$ cat src/design/gm_pkg.sv
// ----------------------------------------------------------------------------
// gm_pkg: shared definitions for the glob matcher
// Store depth, character codes, item codes and the cell control bundle.
// ----------------------------------------------------------------------------
package gm_pkg;

	localparam int GM_DEPTH = 32;
	localparam int GM_LEN_W = $clog2(GM_DEPTH + 1);

	localparam logic [7:0] CHAR_STAR  = 8'd42;
	localparam logic [7:0] CHAR_QMARK = 8'd63;

	localparam logic OP_LOAD = 1'b0;
	localparam logic OP_SUBJ = 1'b1;

	typedef logic [7:0]          char_t;
	typedef logic [GM_LEN_W-1:0] len_t;

	typedef struct packed {
		logic load;      // pattern byte transfer
		logic new_pat;   // load that opens a fresh pattern
		logic sub;       // subject byte transfer
		logic sub_last;  // subject byte that ends the subject
	} cell_ctl_t;

endpackage

$ cat src/design/gm_cell.sv
// ----------------------------------------------------------------------------
// gm_cell: one pattern position
// Holds the pattern byte, the active bit and the restart bit for its
// position, and hands a match token and a leading-star token to the next cell.
// ----------------------------------------------------------------------------
module gm_cell (
	input  logic              clk,
	input  logic              arst_n,
	input  gm_pkg::cell_ctl_t ctl,
	input  logic              sel,        // this position is written by the load
	input  logic              live,       // position lies inside the pattern
	input  logic              lead_seed,  // set only on the first cell
	input  gm_pkg::char_t     ch,
	input  logic              lead_in,
	input  logic              closed_in,  // star-closed next state for this position
	output logic              star,
	output logic              keep,
	output logic              fwd,
	output logic              lead_out
);
	import gm_pkg::*;

	char_t pat_q;
	logic  act_q;
	logic  lead_q;
	logic  lead_base;
	logic  lead_next;
	logic  is_star;

	assign is_star   = (pat_q == CHAR_STAR);
	assign lead_base = ctl.new_pat ? lead_seed : lead_q;
	assign lead_next = lead_base | lead_in;
	// a leading run of stars reaches one position further
	assign lead_out  = sel & (ch == CHAR_STAR) & lead_base;

	assign star = live & is_star;
	assign keep = live & act_q & is_star;
	assign fwd  = live & act_q & ~is_star & ((pat_q == CHAR_QMARK) | (pat_q == ch));

	always_ff @(posedge clk) begin
		if (ctl.load && sel) begin
			pat_q <= ch;
		end
	end

	always_ff @(posedge clk or negedge arst_n) begin
		if (!arst_n) begin
			act_q  <= lead_seed;
			lead_q <= lead_seed;
		end else if (ctl.load) begin
			act_q  <= lead_next;
			lead_q <= lead_next;
		end else if (ctl.sub) begin
			act_q <= ctl.sub_last ? lead_q : closed_in;
		end
	end

endmodule

$ cat src/design/gm_star_close.sv
// ----------------------------------------------------------------------------
// gm_star_close: empty-run closure over star positions
// An active star position also activates the next one, along whole runs of
// stars. The run propagation is an add: carries ripple through star bits.
// ----------------------------------------------------------------------------
module gm_star_close (
	input  logic [gm_pkg::GM_DEPTH:0]   raw,
	input  logic [gm_pkg::GM_DEPTH-1:0] star,
	output logic [gm_pkg::GM_DEPTH:0]   closed
);
	import gm_pkg::*;

	logic [GM_DEPTH:0]   prop;
	logic [GM_DEPTH:0]   gen;
	logic [GM_DEPTH+1:0] sum;
	logic [GM_DEPTH+1:0] carry;

	assign prop  = {1'b0, star};
	assign gen   = prop & raw;
	// carry into bit j+1 = star[j] & (raw[j] | carry into j)
	assign sum   = {1'b0, prop} + {1'b0, gen};
	assign carry = sum ^ {1'b0, prop} ^ {1'b0, gen};

	assign closed = raw | carry[GM_DEPTH:0];

endmodule

$ cat src/design/wildcard_glob_matcher_top.sv
// Result: a subject's last byte gives its result in the output register in the
// cycle after its transfer; other transfers give no result.
// Throughput: one byte per cycle while no result waits stalled in the output
// register; cells and star-closure adder update the active position row per byte.
// Reset: pattern empty and closed, overflow clear, only position 0 active,
// output register empty.
// ----------------------------------------------------------------------------
// wildcard_glob_matcher_top: streaming glob matcher with '*' and '?'
// Pattern bytes load into a row of cells; subject bytes advance an active
// position vector one step per byte, reporting a match on the last byte.
// ----------------------------------------------------------------------------
module wildcard_glob_matcher_top (
	input  logic          clk,
	input  logic          arst_n,
	input  logic          in_valid,
	output logic          in_ready,
	input  logic          operation,
	input  gm_pkg::char_t ch,
	input  logic          last,
	output logic          out_valid,
	input  logic          out_ready,
	output logic          matched,
	output logic          pattern_overflow
);
	import gm_pkg::*;

	cell_ctl_t ctl;
	logic      acc;

	len_t len_q;
	len_t base_len;
	logic ovf_q;
	logic ovf_base;
	logic pat_closed_q;

	logic out_valid_q;
	logic matched_q;
	logic out_ovf_q;

	logic [GM_DEPTH-1:0] star;
	logic [GM_DEPTH-1:0] keep;
	logic [GM_DEPTH-1:0] fwd;
	logic [GM_DEPTH-1:0] lead_out;
	logic [GM_DEPTH:0]   raw;
	logic [GM_DEPTH:0]   closed;
	logic                hit;

	assign in_ready = ~out_valid_q | out_ready;
	assign acc      = in_valid & in_ready;

	always_comb begin
		ctl          = '0;
		ctl.load     = acc & (operation == OP_LOAD);
		ctl.new_pat  = ctl.load & pat_closed_q;
		ctl.sub      = acc & (operation == OP_SUBJ);
		ctl.sub_last = ctl.sub & last;
	end

	assign base_len = ctl.new_pat ? '0 : len_q;
	assign ovf_base = ctl.new_pat ? 1'b0 : ovf_q;

	for (genvar i = 0; i < GM_DEPTH; i++) begin : g_cell
		logic lead_in;
		if (i == 0) begin : g_first
			assign lead_in = 1'b0;
		end else begin : g_rest
			assign lead_in = lead_out[i-1];
		end

		gm_cell u_cell (
			.clk       (clk),
			.arst_n    (arst_n),
			.ctl       (ctl),
			.sel       (base_len == len_t'(i)),
			.live      (len_q > len_t'(i)),
			.lead_seed ((i == 0) ? 1'b1 : 1'b0),
			.ch        (ch),
			.lead_in   (lead_in),
			.closed_in (closed[i]),
			.star      (star[i]),
			.keep      (keep[i]),
			.fwd       (fwd[i]),
			.lead_out  (lead_out[i])
		);
	end

	// next state before closure: stars hold, matches step one position on
	assign raw = {1'b0, keep} | {fwd, 1'b0};

	gm_star_close u_close (
		.raw    (raw),
		.star   (star),
		.closed (closed)
	);

	// the end position is never fed back, so its state is read straight from closed
	assign hit = closed[len_q] & (len_q != '0) & ~ovf_q;

	always_ff @(posedge clk or negedge arst_n) begin
		if (!arst_n) begin
			len_q        <= '0;
			ovf_q        <= 1'b0;
			pat_closed_q <= 1'b1;
		end else if (ctl.load) begin
			if (base_len < len_t'(GM_DEPTH)) begin
				len_q <= base_len + len_t'(1);
				ovf_q <= ovf_base;
			end else begin
				len_q <= base_len;
				ovf_q <= 1'b1;
			end
			pat_closed_q <= last;
		end else if (ctl.sub) begin
			pat_closed_q <= 1'b1;
		end
	end

	always_ff @(posedge clk or negedge arst_n) begin
		if (!arst_n) begin
			out_valid_q <= 1'b0;
		end else if (ctl.sub_last) begin
			out_valid_q <= 1'b1;
		end else if (out_ready) begin
			out_valid_q <= 1'b0;
		end
	end

	always_ff @(posedge clk) begin
		if (ctl.sub_last) begin
			matched_q <= hit;
			out_ovf_q <= ovf_q;
		end
	end

	assign out_valid        = out_valid_q;
	assign matched          = matched_q;
	assign pattern_overflow = out_ovf_q;

endmodule

$ cat config.mk
export PLATFORM = sky130hd
export DESIGN_NAME = wildcard_glob_matcher_top
export DESIGN_NICKNAME = d
export VERILOG_FILES = /design/src/design/gm_pkg.sv /design/src/design/gm_cell.sv /design/src/design/gm_star_close.sv /design/src/design/wildcard_glob_matcher_top.sv
export SDC_FILE = /design/constraint.sdc
export NUM_CORES = 1
export LEC_CHECK = 0
export ABC_CLOCK_PERIOD_IN_PS = 4800
export BUFFER_PORTS_ARGS = -buffer_cell sky130_fd_sc_hd__buf_2
export CORE_MARGIN = 2
export CORE_UTILIZATION = 50
export DETAILED_ROUTE_END_ITERATION = 7
export MAX_ROUTING_LAYER = met4
export PLACE_DENSITY = 0.65
export SYNTH_ARGS = -nofsm -noshare
export SYNTH_HDL_FRONTEND = slang
export SYNTH_SLANG_ARGS = --single-unit
$ cat constraint.sdc
create_clock -name clk -period 4.8 [get_ports clk]
set_input_delay 0.96 -clock clk [delete_from_list [all_inputs] [get_ports clk]]
set_output_delay 0.96 -clock clk [all_outputs]
set_load 0.05 [all_outputs]
==> results.yml <==
status:
  status: "complete, no violations"
layout:
  n_antenna_cell: 0
  post-route-util_pct: 57.3
  syn_to_final_growth_pct: 12.4
  fin_nets: 1917
  fillCellCount: 3189
  drive_gt1_share_pct: 10.8
power_and_ir_drop:
  irDropWorstVdd_mv: 0.298
  p_per_area_nw_per_um2: 353
  p_leak_nw: 7.38
global_route:
  antenna_found_initial: 0
  first_global_vias: 15123
  grtUsageTotal_pct: 28.9
  grt_pass1_wl_microns: 88000
  grt_start_max_net_pins: 74
  overflow: 0
synthesis:
  synthTopCellsByCount: "edfxtp_1 (258), xnor2_1 (200), nor2_1 (145)"
  ys_seq_area_share_pct: 49.8
  yosysMostFrequentCell: "edfxtp_1"
  yosys_warnings: 0
  synth_top_area_share_pct: 40.3
  synth_largest_area_cell: "edfxtp_1"
  syn_area_sq_um: 19200
  synthArstFlopShare_pct: 22.1
  avgSynthCellArea_sq_um: 10.5
  postSynthCellCount: 1840
  synth_edf_count: 258
  synth_nets: 1858
  synth_area_leaders: "edfxtp_1 (40%), dfrtp_1 (9.1%), xnor2_1 (9.1%), nor2_1 (2.8%), nand4_1 (2.8%)"
  synth_cell_types: 102
  yosys_most_used_dff: "edfxtp_1"
  synth_seq_cells: 331
clock_tree:
  post_cts_buffers: 0
  clock_latency_ns: 0.56
  cts-root-buf: "clkbuf_16"
  cts.path.max_buffers: 3
  cts_hold_buf: 0
  clkSinkCount: 331
  htree_levels: 2
  cts_tree: "built"
  post_cts_resized: 0
  numCtsBuffers: 38
  clk_pin_slew_ns: 0.06
setup_path:
  cp-end-kind: "register"
  r2r.worst_path.cells: 13
  path_max_fanout: 12
  path_buf_inv: 0
  required_ns: 5.10
  path_cells: "nor2_2 -> a21bo_2 -> a2111oi_0 -> a311oi_1 -> a21oi_2 -> o21bai_1 -> a222oi_1 -> a2bb2oi_2 -> nand2_2 -> a21boi_2 -> a32oi_1 -> nand4b_1 -> a211oi_2"
  r2r_start: "len_q[5]$_DFFE_PN0P_"
  worst_ep_arrival_time_ns: 4.60
  crit_cells: 13
  critPathMaxStageDelay_ns: 0.79
  crit_family: "compound AO/OA/AOI/OAI gates"
  slowest_stage: "nor2_2"
  worstSetupPathType: "register to register"
  r2r_end: "matched$_DFFE_PP_"
  cp-start-kind: "register"
  r2r_slack_ns: 0.50
sta:
  setup_viol: 0
  clock.fmax_mhz: 232
  period_needed_ns: 4.30
  rsz0062_at_grt: "no"
  fin_crit_sh_pct: 89.7
  slew_headroom_pct: 4.15
  tightest_slew_ns: 1.42
  timing.setup.tns_ns: 0
  hold_viol: 0
  skew_ns: 0.0229
  drv_slew: 0
die:
  dieArea_sq_um: 40100
  initial_utilization_pct: 50.9
  pin_count: 18
  core_sq_um: 37800
  die_h_microns: 200
  rows: 71
  die_w_microns: 200
min_path:
  min_path_cells: 1
  min_to: "g_cell[22].u_cell.lead_q$_DFFE_PN0P_"
  hp-start: "g_cell[22].u_cell.lead_q$_DFFE_PN0P_"
  hp-class: "register to register"
drt:
  wl_microns: 56600
  ant_nets: 0
  first_pass_iters: 6
  wire_per_inst_microns: 23.2
  drtIter0Drc: 1552
  vias_per_cell: 6.32
  via_count: 15413
  drc_errors: 0
placement:
  gp_congestion: 0.987
  hpwlAfterDp_microns: 41200
  port_buffers: 17
job:
  drv_cap: 0
-- cell type report --
type	count	area, sq um	area share (%)
clock buffers	49	1070	4.93
clock inverters	21	269	1.24
inverters	29	109	0.503
multi-input cells	1398	9120	42.2
flip-flops and latches	331	9580	44.3
well taps	511	639	2.96
repair buffers	101	838	3.88
-- stage by stage --
stage                     instance area [sq um]  hold WS [ns]  instances  power [mW]  worst slack [ns]
after global routing                      21600         0.520       2440        7.86             0.242
after global placement                    20300         0.477       2370        4.55             0.322
after CTS                                 21600         0.498       2440        7.64             0.571
final                                     21600         0.501       2440        7.63             0.496
after detailed placement                  20300         0.485       2370        4.56             0.229
after floorplan                           19200         0.449       1840        4.02             0.671
-- flip-flops by register name, summed over array words and instances, names as in the netlist --
register              flops
g_cell.u_cell.act_q      32
g_cell.u_cell.lead_q     32
g_cell.u_cell.pat_q     256
len_q                     6
matched                   1
out_valid                 1
ovf_q                     1
pat_closed_q              1
pattern_overflow          1
-- worst max path at each step --
stage / startpoint / end / slack, ns
global route: len_q[5]$_DFFE_PN0P_ / matched$_DFFE_PP_ / 0.24
floorplan: out_ready / g_cell[27].u_cell.pat_q[0]$_DFFE_PP_ / 0.67
detailed placement: ch[7] / matched$_DFFE_PP_ / 0.23
CTS: len_q[5]$_DFFE_PN0P_ / matched$_DFFE_PP_ / 0.57
finish: len_q[5]$_DFFE_PN0P_ / matched$_DFFE_PP_ / 0.50
global placement: ch[7] / matched$_DFFE_PP_ / 0.32
-- metal layers --
| layer | global-route usage [%] | share of wire, % |
|---|---|---|
| met3 | 4.36 | 6.8 |
| met1 | 39.3 | 44 |
| met2 | 44.2 | 46 |
| met4 | 10.3 | 3.3 |
| met5 | - | 0 |
-- power by group --
group | switching (mW) | internal (mW) | leakage (nW) | total, mW
logic | 0.861 | 0.396 | 3.45 | 1.26
registers | 0.102 | 3.19 | 3.29 | 3.29
clock network | 1.19 | 1.90 | 0.636 | 3.08
-- logic make-up (layout without fill, tap and decap cells) --
kind of cell	count (synthesis)	in the layout	synth area share (%)
buffers and inverters	111	200	2.76
DFF	331	331	49.8
and+or+nand+nor	734	734	20.8
xor gates and xnor gates	256	256	11.7
AOI/OAI and AO/OA	402	402	14.6
adders and majority gates	4	4	0.260
muxes	2	2	0.111
-- placed cells by master (no fill, tap or decap), types with 39 or more instances in the layout --
cell,instances
a21oi_1,66
and2_1,39
and3_1,54
buf_4,85
clkbuf_16,41
dfrtp_1,70
edfxtp_1,258
nand2_1,138
nand3_1,64
nand4_1,86
nor2_1,145
nor3_1,46
o21ai_0,90
xnor2_1,200
xor2_1,56
Power figures use the tool's default switching activity.
